### src/rtl/apsq_pkg.sv
package apsq_pkg;

    // Bus status codes
    localparam logic [1:0] BUS_IDLE = 2'd0;
    localparam logic [1:0] BUS_BUSY = 2'd1;

    // Bus command codes
    localparam logic [1:0] CMD_NONE = 2'd0;
    localparam logic [1:0] CMD_TX   = 2'd1;
    localparam logic [1:0] CMD_RX   = 2'd2;

    // Configuration register indexes
    localparam logic CFG_TIMEOUT_LIMIT = 1'b0;
    localparam logic CFG_COMMAND_BYTE  = 1'b1;

    // Configuration reset values
    localparam logic [2:0] TIMEOUT_LIMIT_RST = 3'd6;
    localparam logic [7:0] COMMAND_BYTE_RST  = 8'h70;

    // Received word layout
    localparam int ALERT_BIT = 6;
    localparam int TAG_LSB   = 4;

    typedef struct packed {
        logic [1:0] bus_status;
        logic [7:0] rx_high_byte;
        logic [7:0] rx_low_byte;
        logic       start_refused;
    } item_t;

    typedef struct packed {
        logic [1:0]  bus_command;
        logic [7:0]  tx_byte;
        logic        stop_after;
        logic        result_valid;
        logic [1:0]  result_channel;
        logic [11:0] result_code;
        logic        failure;
    } result_t;

    typedef struct packed {
        logic [2:0] timeout_limit;
        logic [7:0] command_byte;
    } cfg_t;

endpackage

### src/rtl/apsq_seq.sv
module apsq_seq
    import apsq_pkg::*;
(
    input  logic    clk,
    input  logic    rst_n,
    input  logic    step,
    input  item_t   item,
    input  cfg_t    cfg,
    output result_t res
);

    typedef enum logic [2:0] {
        PH_START = 3'd0,
        PH_TX    = 3'd1,
        PH_RX0   = 3'd2,
        PH_RX1   = 3'd3,
        PH_RX2   = 3'd4
    } phase_t;

    phase_t     phase_reg, phase_next;
    logic [2:0] tick_reg, tick_next;

    logic [3:0] tick_inc;
    logic       timeout;
    logic       proceed;
    logic       issue_tx;
    logic       issue_rx;
    logic [1:0] chan;
    logic       word_ok;

    always_comb
    begin
        tick_inc = {1'b0, tick_reg} + 4'd1;
        timeout  = tick_inc >= {1'b0, cfg.timeout_limit};
        chan     = 2'(phase_reg - PH_RX0);
        word_ok  = !item.rx_high_byte[ALERT_BIT]
                   && (item.rx_high_byte[TAG_LSB +: 2] == chan);

        res        = '0;
        phase_next = phase_reg;
        tick_next  = tick_reg;
        proceed    = 1'b0;
        issue_tx   = 1'b0;
        issue_rx   = 1'b0;

        case (phase_reg)
            PH_START:
            begin
                issue_tx = 1'b1;
            end
            PH_TX, PH_RX0, PH_RX1, PH_RX2:
            begin
                tick_next = tick_inc[3] ? 3'd7 : tick_inc[2:0];
                if (item.bus_status == BUS_IDLE)
                begin
                    proceed = 1'b1;
                    if (phase_reg != PH_TX)
                    begin
                        if (word_ok)
                        begin
                            res.result_valid   = 1'b1;
                            res.result_channel = chan;
                            res.result_code    = {item.rx_high_byte[3:0], item.rx_low_byte};
                        end
                        else
                        begin
                            res.failure = 1'b1;
                        end
                    end
                end
                else if (item.bus_status == BUS_BUSY)
                begin
                    proceed     = timeout;
                    res.failure = timeout;
                end
                else
                begin
                    // bus error: flag it, move on only once the wait has run out
                    proceed     = timeout;
                    res.failure = 1'b1;
                end
                issue_tx = proceed && (phase_reg == PH_RX2);
                issue_rx = proceed && (phase_reg != PH_RX2);
            end
            default:
            begin
                res.failure = 1'b1;
                phase_next  = PH_START;
            end
        endcase

        if (issue_tx)
        begin
            tick_next       = '0;
            res.bus_command = CMD_TX;
            res.tx_byte     = cfg.command_byte;
            if (item.start_refused)
                res.failure = 1'b1;
            else
                phase_next = PH_TX;
        end

        if (issue_rx)
        begin
            tick_next       = '0;
            res.bus_command = CMD_RX;
            res.stop_after  = (phase_reg == PH_RX1);
            if (item.start_refused)
            begin
                res.failure = 1'b1;
            end
            else
            begin
                case (phase_reg)
                    PH_TX:   phase_next = PH_RX0;
                    PH_RX0:  phase_next = PH_RX1;
                    PH_RX1:  phase_next = PH_RX2;
                    default: phase_next = PH_START;
                endcase
            end
        end
    end

    always_ff @(posedge clk or negedge rst_n)
    begin
        if (!rst_n)
        begin
            phase_reg <= PH_START;
            tick_reg  <= '0;
        end
        else if (step)
        begin
            phase_reg <= phase_next;
            tick_reg  <= tick_next;
        end
    end

endmodule

### src/rtl/adc_poll_read_sequencer_unit.sv
// Poll-and-read sequencer for a serial-bus converter.
//
// Input channel (in_valid / in_stall): one word per tick carries the bus
// status, the two received bytes and the start-refused flag. Output channel
// (out_valid / out_stall): one word per tick carries the next bus command,
// the byte to send, the stop flag, a checked 12-bit code with its channel,
// and a failure flag. Every input word yields exactly one output word.
//
// An input word lands in the input register when accepted; the sequencer state
// and result register update when the result register is free or draining; out_valid
// rises with them. Throughput is one word per cycle while the receiver does not
// stall, set by the single pass of the sequencer logic between the two registers.
//
// When the receiver stalls, the result register holds its word; one more
// input word is taken into the input register, then in_stall rises until the
// result is taken. Configuration (cfg_valid / cfg_ready, always ready) takes
// index 0 timeout limit, index 1 command byte; write it only while idle.
//
// Reset clears both valid flags, returns the sequencer to its start phase with
// a zero tick count, and loads timeout limit 6 and command byte 0x70.
module adc_poll_read_sequencer_unit
    import apsq_pkg::*;
(
    input  logic        clk,
    input  logic        rst_n,

    input  logic        cfg_valid,
    output logic        cfg_ready,
    input  logic        cfg_index,
    input  logic [7:0]  cfg_data,

    input  logic        in_valid,
    output logic        in_stall,
    input  logic [1:0]  bus_status,
    input  logic [7:0]  rx_high_byte,
    input  logic [7:0]  rx_low_byte,
    input  logic        start_refused,

    output logic        out_valid,
    input  logic        out_stall,
    output logic [1:0]  bus_command,
    output logic [7:0]  tx_byte,
    output logic        stop_after,
    output logic        result_valid,
    output logic [1:0]  result_channel,
    output logic [11:0] result_code,
    output logic        failure
);

    cfg_t    cfg_reg;
    logic    in_valid_reg;
    item_t   in_item_reg;
    logic    out_valid_reg;
    result_t out_res_reg;
    result_t res;

    logic    in_take;
    logic    step;

    // Advance the held input word whenever the result register is free or
    // being drained this cycle.
    assign step      = in_valid_reg && (!out_valid_reg || !out_stall);
    assign in_stall  = in_valid_reg && !step;
    assign in_take   = in_valid && !in_stall;
    assign cfg_ready = 1'b1;

    apsq_seq u_seq (
        .clk   (clk),
        .rst_n (rst_n),
        .step  (step),
        .item  (in_item_reg),
        .cfg   (cfg_reg),
        .res   (res)
    );

    always_ff @(posedge clk or negedge rst_n)
    begin
        if (!rst_n)
        begin
            cfg_reg.timeout_limit <= TIMEOUT_LIMIT_RST;
            cfg_reg.command_byte  <= COMMAND_BYTE_RST;
        end
        else if (cfg_valid && cfg_ready)
        begin
            case (cfg_index)
                CFG_TIMEOUT_LIMIT: cfg_reg.timeout_limit <= cfg_data[2:0];
                CFG_COMMAND_BYTE:  cfg_reg.command_byte  <= cfg_data;
                default:           cfg_reg               <= cfg_reg;
            endcase
        end
    end

    // Input register: load on accept, drop once passed to the sequencer.
    always_ff @(posedge clk or negedge rst_n)
    begin
        if (!rst_n)
            in_valid_reg <= 1'b0;
        else if (in_take)
            in_valid_reg <= 1'b1;
        else if (step)
            in_valid_reg <= 1'b0;
    end

    always_ff @(posedge clk)
    begin
        if (in_take)
        begin
            in_item_reg.bus_status    <= bus_status;
            in_item_reg.rx_high_byte  <= rx_high_byte;
            in_item_reg.rx_low_byte   <= rx_low_byte;
            in_item_reg.start_refused <= start_refused;
        end
    end

    // Result register: hold while stalled.
    always_ff @(posedge clk or negedge rst_n)
    begin
        if (!rst_n)
            out_valid_reg <= 1'b0;
        else if (step)
            out_valid_reg <= 1'b1;
        else if (!out_stall)
            out_valid_reg <= 1'b0;
    end

    always_ff @(posedge clk)
    begin
        if (step)
            out_res_reg <= res;
    end

    assign out_valid      = out_valid_reg;
    assign bus_command    = out_res_reg.bus_command;
    assign tx_byte        = out_res_reg.tx_byte;
    assign stop_after     = out_res_reg.stop_after;
    assign result_valid   = out_res_reg.result_valid;
    assign result_channel = out_res_reg.result_channel;
    assign result_code    = out_res_reg.result_code;
    assign failure        = out_res_reg.failure;

endmodule

### config.mk
export PLATFORM = sky130hd
export DESIGN_NAME = adc_poll_read_sequencer_unit
export DESIGN_NICKNAME = d
export VERILOG_FILES = /design/src/rtl/apsq_pkg.sv /design/src/rtl/apsq_seq.sv /design/src/rtl/adc_poll_read_sequencer_unit.sv
export SDC_FILE = /design/constraint.sdc
export NUM_CORES = 1
export LEC_CHECK = 0
export BUFFER_PORTS_ARGS = -buffer_cell sky130_fd_sc_hd__clkbuf_2
export CAP_MARGIN = 20
export CORE_MARGIN = 2
export CORE_UTILIZATION = 48
export CTS_CLUSTER_DIAMETER = 150
export CTS_CLUSTER_SIZE = 30
export DETAILED_ROUTE_END_ITERATION = 8
export PLACE_DENSITY_LB_ADDON = 0.15
export SLEW_MARGIN = 30
export SYNTH_ARGS = -nofsm -noshare
export SYNTH_HDL_FRONTEND = slang
export SYNTH_SLANG_ARGS = --single-unit
### constraint.sdc
create_clock -name clk -period 1.9 [get_ports clk]
set_input_delay 0.095 -clock clk [delete_from_list [all_inputs] [get_ports clk]]
set_output_delay 0.095 -clock clk [all_outputs]
set_load 0.01 [all_outputs]
==> metrics.txt <==
status finished with violations; failing checks setup timing; RSZ-0062 raised after global routing true; PD cells 1160 nW/µm²; Max Freq 0.489 GHz; DR WL/cell 12.8 µm; Final Max Slew Viols 0; Net Count, Synth 215; Yosys top cell by area edfxtp_1; minimum clock period 2.04 ns; Max Clock Skew 0.00870 ns; hpwl dp 2.99 mm; initial antenna violation count 0; net switching power 1.21 mW; met2 Use GR 24.1%; LEAKAGE 1.53 nW; global-route usage over all layers 15.5%; CTS H-Tree Depth 3; top_reg_cell synth edfxtp_1; Sink Count 64; Async SR Flop Fraction 29.7%; register area share after synthesis 69.4%; vias in the first global route 1597; # Post-CTS Setup Buffers 0; Fin. Hold Viols 0; Vias/cell 4.77; # DRC 0; core box area 5410 µm²; I/O pins 63; Post-Syn Instances 178; Synth area leaders edfxtp_1, dfrtp_1, and2_1, dfstp_2, mux2_2; Routed WL 4.54 mm; Combinational Power Share 29.2%; site row count 27; synth unique cells 42; Final Core Density 67.5%; most frequent cells in the layout clkbuf_2, edfxtp_1, dlygate4sd3_1; met3 usage 3.45%; GR peak layer met2; vias 1693; clock power share 27.2%; DRT antenna net count 0; sequential power share 43.6%; Max Cap Viol 0; switching fraction of total power 28.7%; CP required 2.10 ns; Fillers 399; VDD IR max 0.000779 V; worst-path fanout max 6; setup_tns -1.04 ns; Netlist Area Pre-Place 2640 µm²; Mapped Avg Cell Area 14.8 µm²; CTS buffer count 9; share of post-route cells with drive strength above 1 45.9%; Die W 78.2 µm; critical path endpoint category register; port bufs 60; Root Buffer clkbuf_8; setup violators final 12; ANT cells 0; CTS tree done; hold crit path type in2reg; Die ar. 6110 µm²; crit path kind reg2reg; Synth Warn # 0; commonest non-fill, non-tap cell in the layout clkbuf_2; CTS clock-pin slew for the worst setup and hold paths 0.07 ns; Internal 3.01 mW; grt total ovfl 0; First DRT Iteration DRCs 78; # nets final 315; largest net degree at the start of global routing 20; Clock Latency Late Sink 0.33 ns; #FFs+latches synth 64; Die H 78.2 µm; max reg flops 18; arrival time at the worst endpoint 2.24 ns; Post-synth EDFFs 45; Worst Setup Slack, final -0.145 ns; Area Growth Syn to Fin 38.2%; Synth top area share 51.2%; CTS max path bufs 2; fin crit share 108%; met1 usage 19.7%; drt pass-1 iters 4; global placement routability congestion 0.810; startpoint types register; initial core utilization 48.9%; first-pass GRT wire length 7.18 mm
==> layer usage <==
metal  vias up  wire, µm
met3        12       178
li1        839         -
met4         0       108
met5         -         0
met2        46      2180
met1       796      2080
==> critical path, stage by stage, from the launching register on <==
cell	delay [ns]
dfrtp_1	0.41
ha_4	0.18
xor2_2	0.14
ha_2	0.32
o21ai_2	0.06
o21ai_4	0.20
nor2_4	0.08
buf_6	0.15
a221oi_4	0.26
o41ai_2	0.11
==> power by group through the flow <==
| stage | Combinational, mW | Sequential, mW | Clock [mW] |
|---|---|---|---|
| after floorplan | 0.647 | 1.86 | 0 |
| after global placement | 0.927 | 1.85 | 0 |
| after detailed placement | 0.942 | 1.85 | 0 |
| after CTS | 1.01 | 1.83 | 1.18 |
| after global routing | 1.35 | 1.86 | 1.24 |
| final | 1.23 | 1.84 | 1.15 |
==> cell usage after synthesis (all sizes together), types with 2 or more instances <==
master   n
dfrtp   14
nor2     7
edfxtp  45
nor3b    3
nand2   11
nand3    3
nor2b    4
xnor2    2
a32o     2
xor2     2
and2    24
mux2     9
nand2b   3
inv      5
dfstp    5
a21oi    3
nor3     3
buf      7
maj3     2
ha       4
o21ai    7
==> path summary, 6_finish.rpt <==
kind                                   start  slack (ns)                  to  cells after the start
min                              cfg_data[3]        0.02          cfg_reg[3]                      2
max                        u_seq.tick_reg[0]       -0.14  u_seq.phase_reg[0]                      9
min in group asynchronous              rst_n        0.25        in_valid_reg                      2
max reg2reg                u_seq.tick_reg[0]       -0.14  u_seq.phase_reg[0]                      9
min reg2reg                       cfg_reg[3]        0.50          cfg_reg[3]                      1
max in group asynchronous              rst_n        1.29          cfg_reg[5]                      2
==> kinds of logic after synthesis <==
logic type / share of synthesized area [%]
AO/OA/AOI/OAI: 5.40
multiplexers: 3.84
flip-flops: 69.4
adder cells (fa/ha/maj): 2.75
AND/OR/NAND/NOR: 14.1
other: 0.142
XOR/XNOR: 1.61
buffers and inverters: 2.79
==> through the flow <==
| stage | cells | setup slack [ns] | hold slack [ns] | power [mW] | instance area [µm²] |
|---|---|---|---|---|---|
| after global placement | 316 | -0.0732 | 0.0775 | 2.78 | 3080 |
| after global routing | 355 | -0.223 | 0.00604 | 4.45 | 3650 |
| final | 355 | -0.145 | 0.0163 | 4.22 | 3650 |
| after CTS | 354 | -0.104 | 0.000120 | 4.01 | 3520 |
| after floorplan | 178 | -0.120 | -0.201 | 2.50 | 2650 |
| after detailed placement | 316 | -0.125 | 0.0790 | 2.79 | 3080 |
==> final cells by class <==
type | instances | area (µm²) | share of cell area [%]
inverters | 5 | 18.8 | 0.514
clock buffers | 12 | 155 | 4.25
flip-flops and latches | 64 | 1830 | 50.2
well taps | 72 | 90.1 | 2.47
repair buffers | 95 | 622 | 17.0
clock inverters | 4 | 43.8 | 1.20
multi-input cells | 103 | 888 | 24.3
==> repair_timing <==
item,CTS,global route
cloned,0,1
setup endpoints to repair,14,16
endpoints found under the hold margin,35,0
pin swaps,3,10
hold buffers,22,0
gates resized for setup,4,22
(Power assumes the default switching activity.)
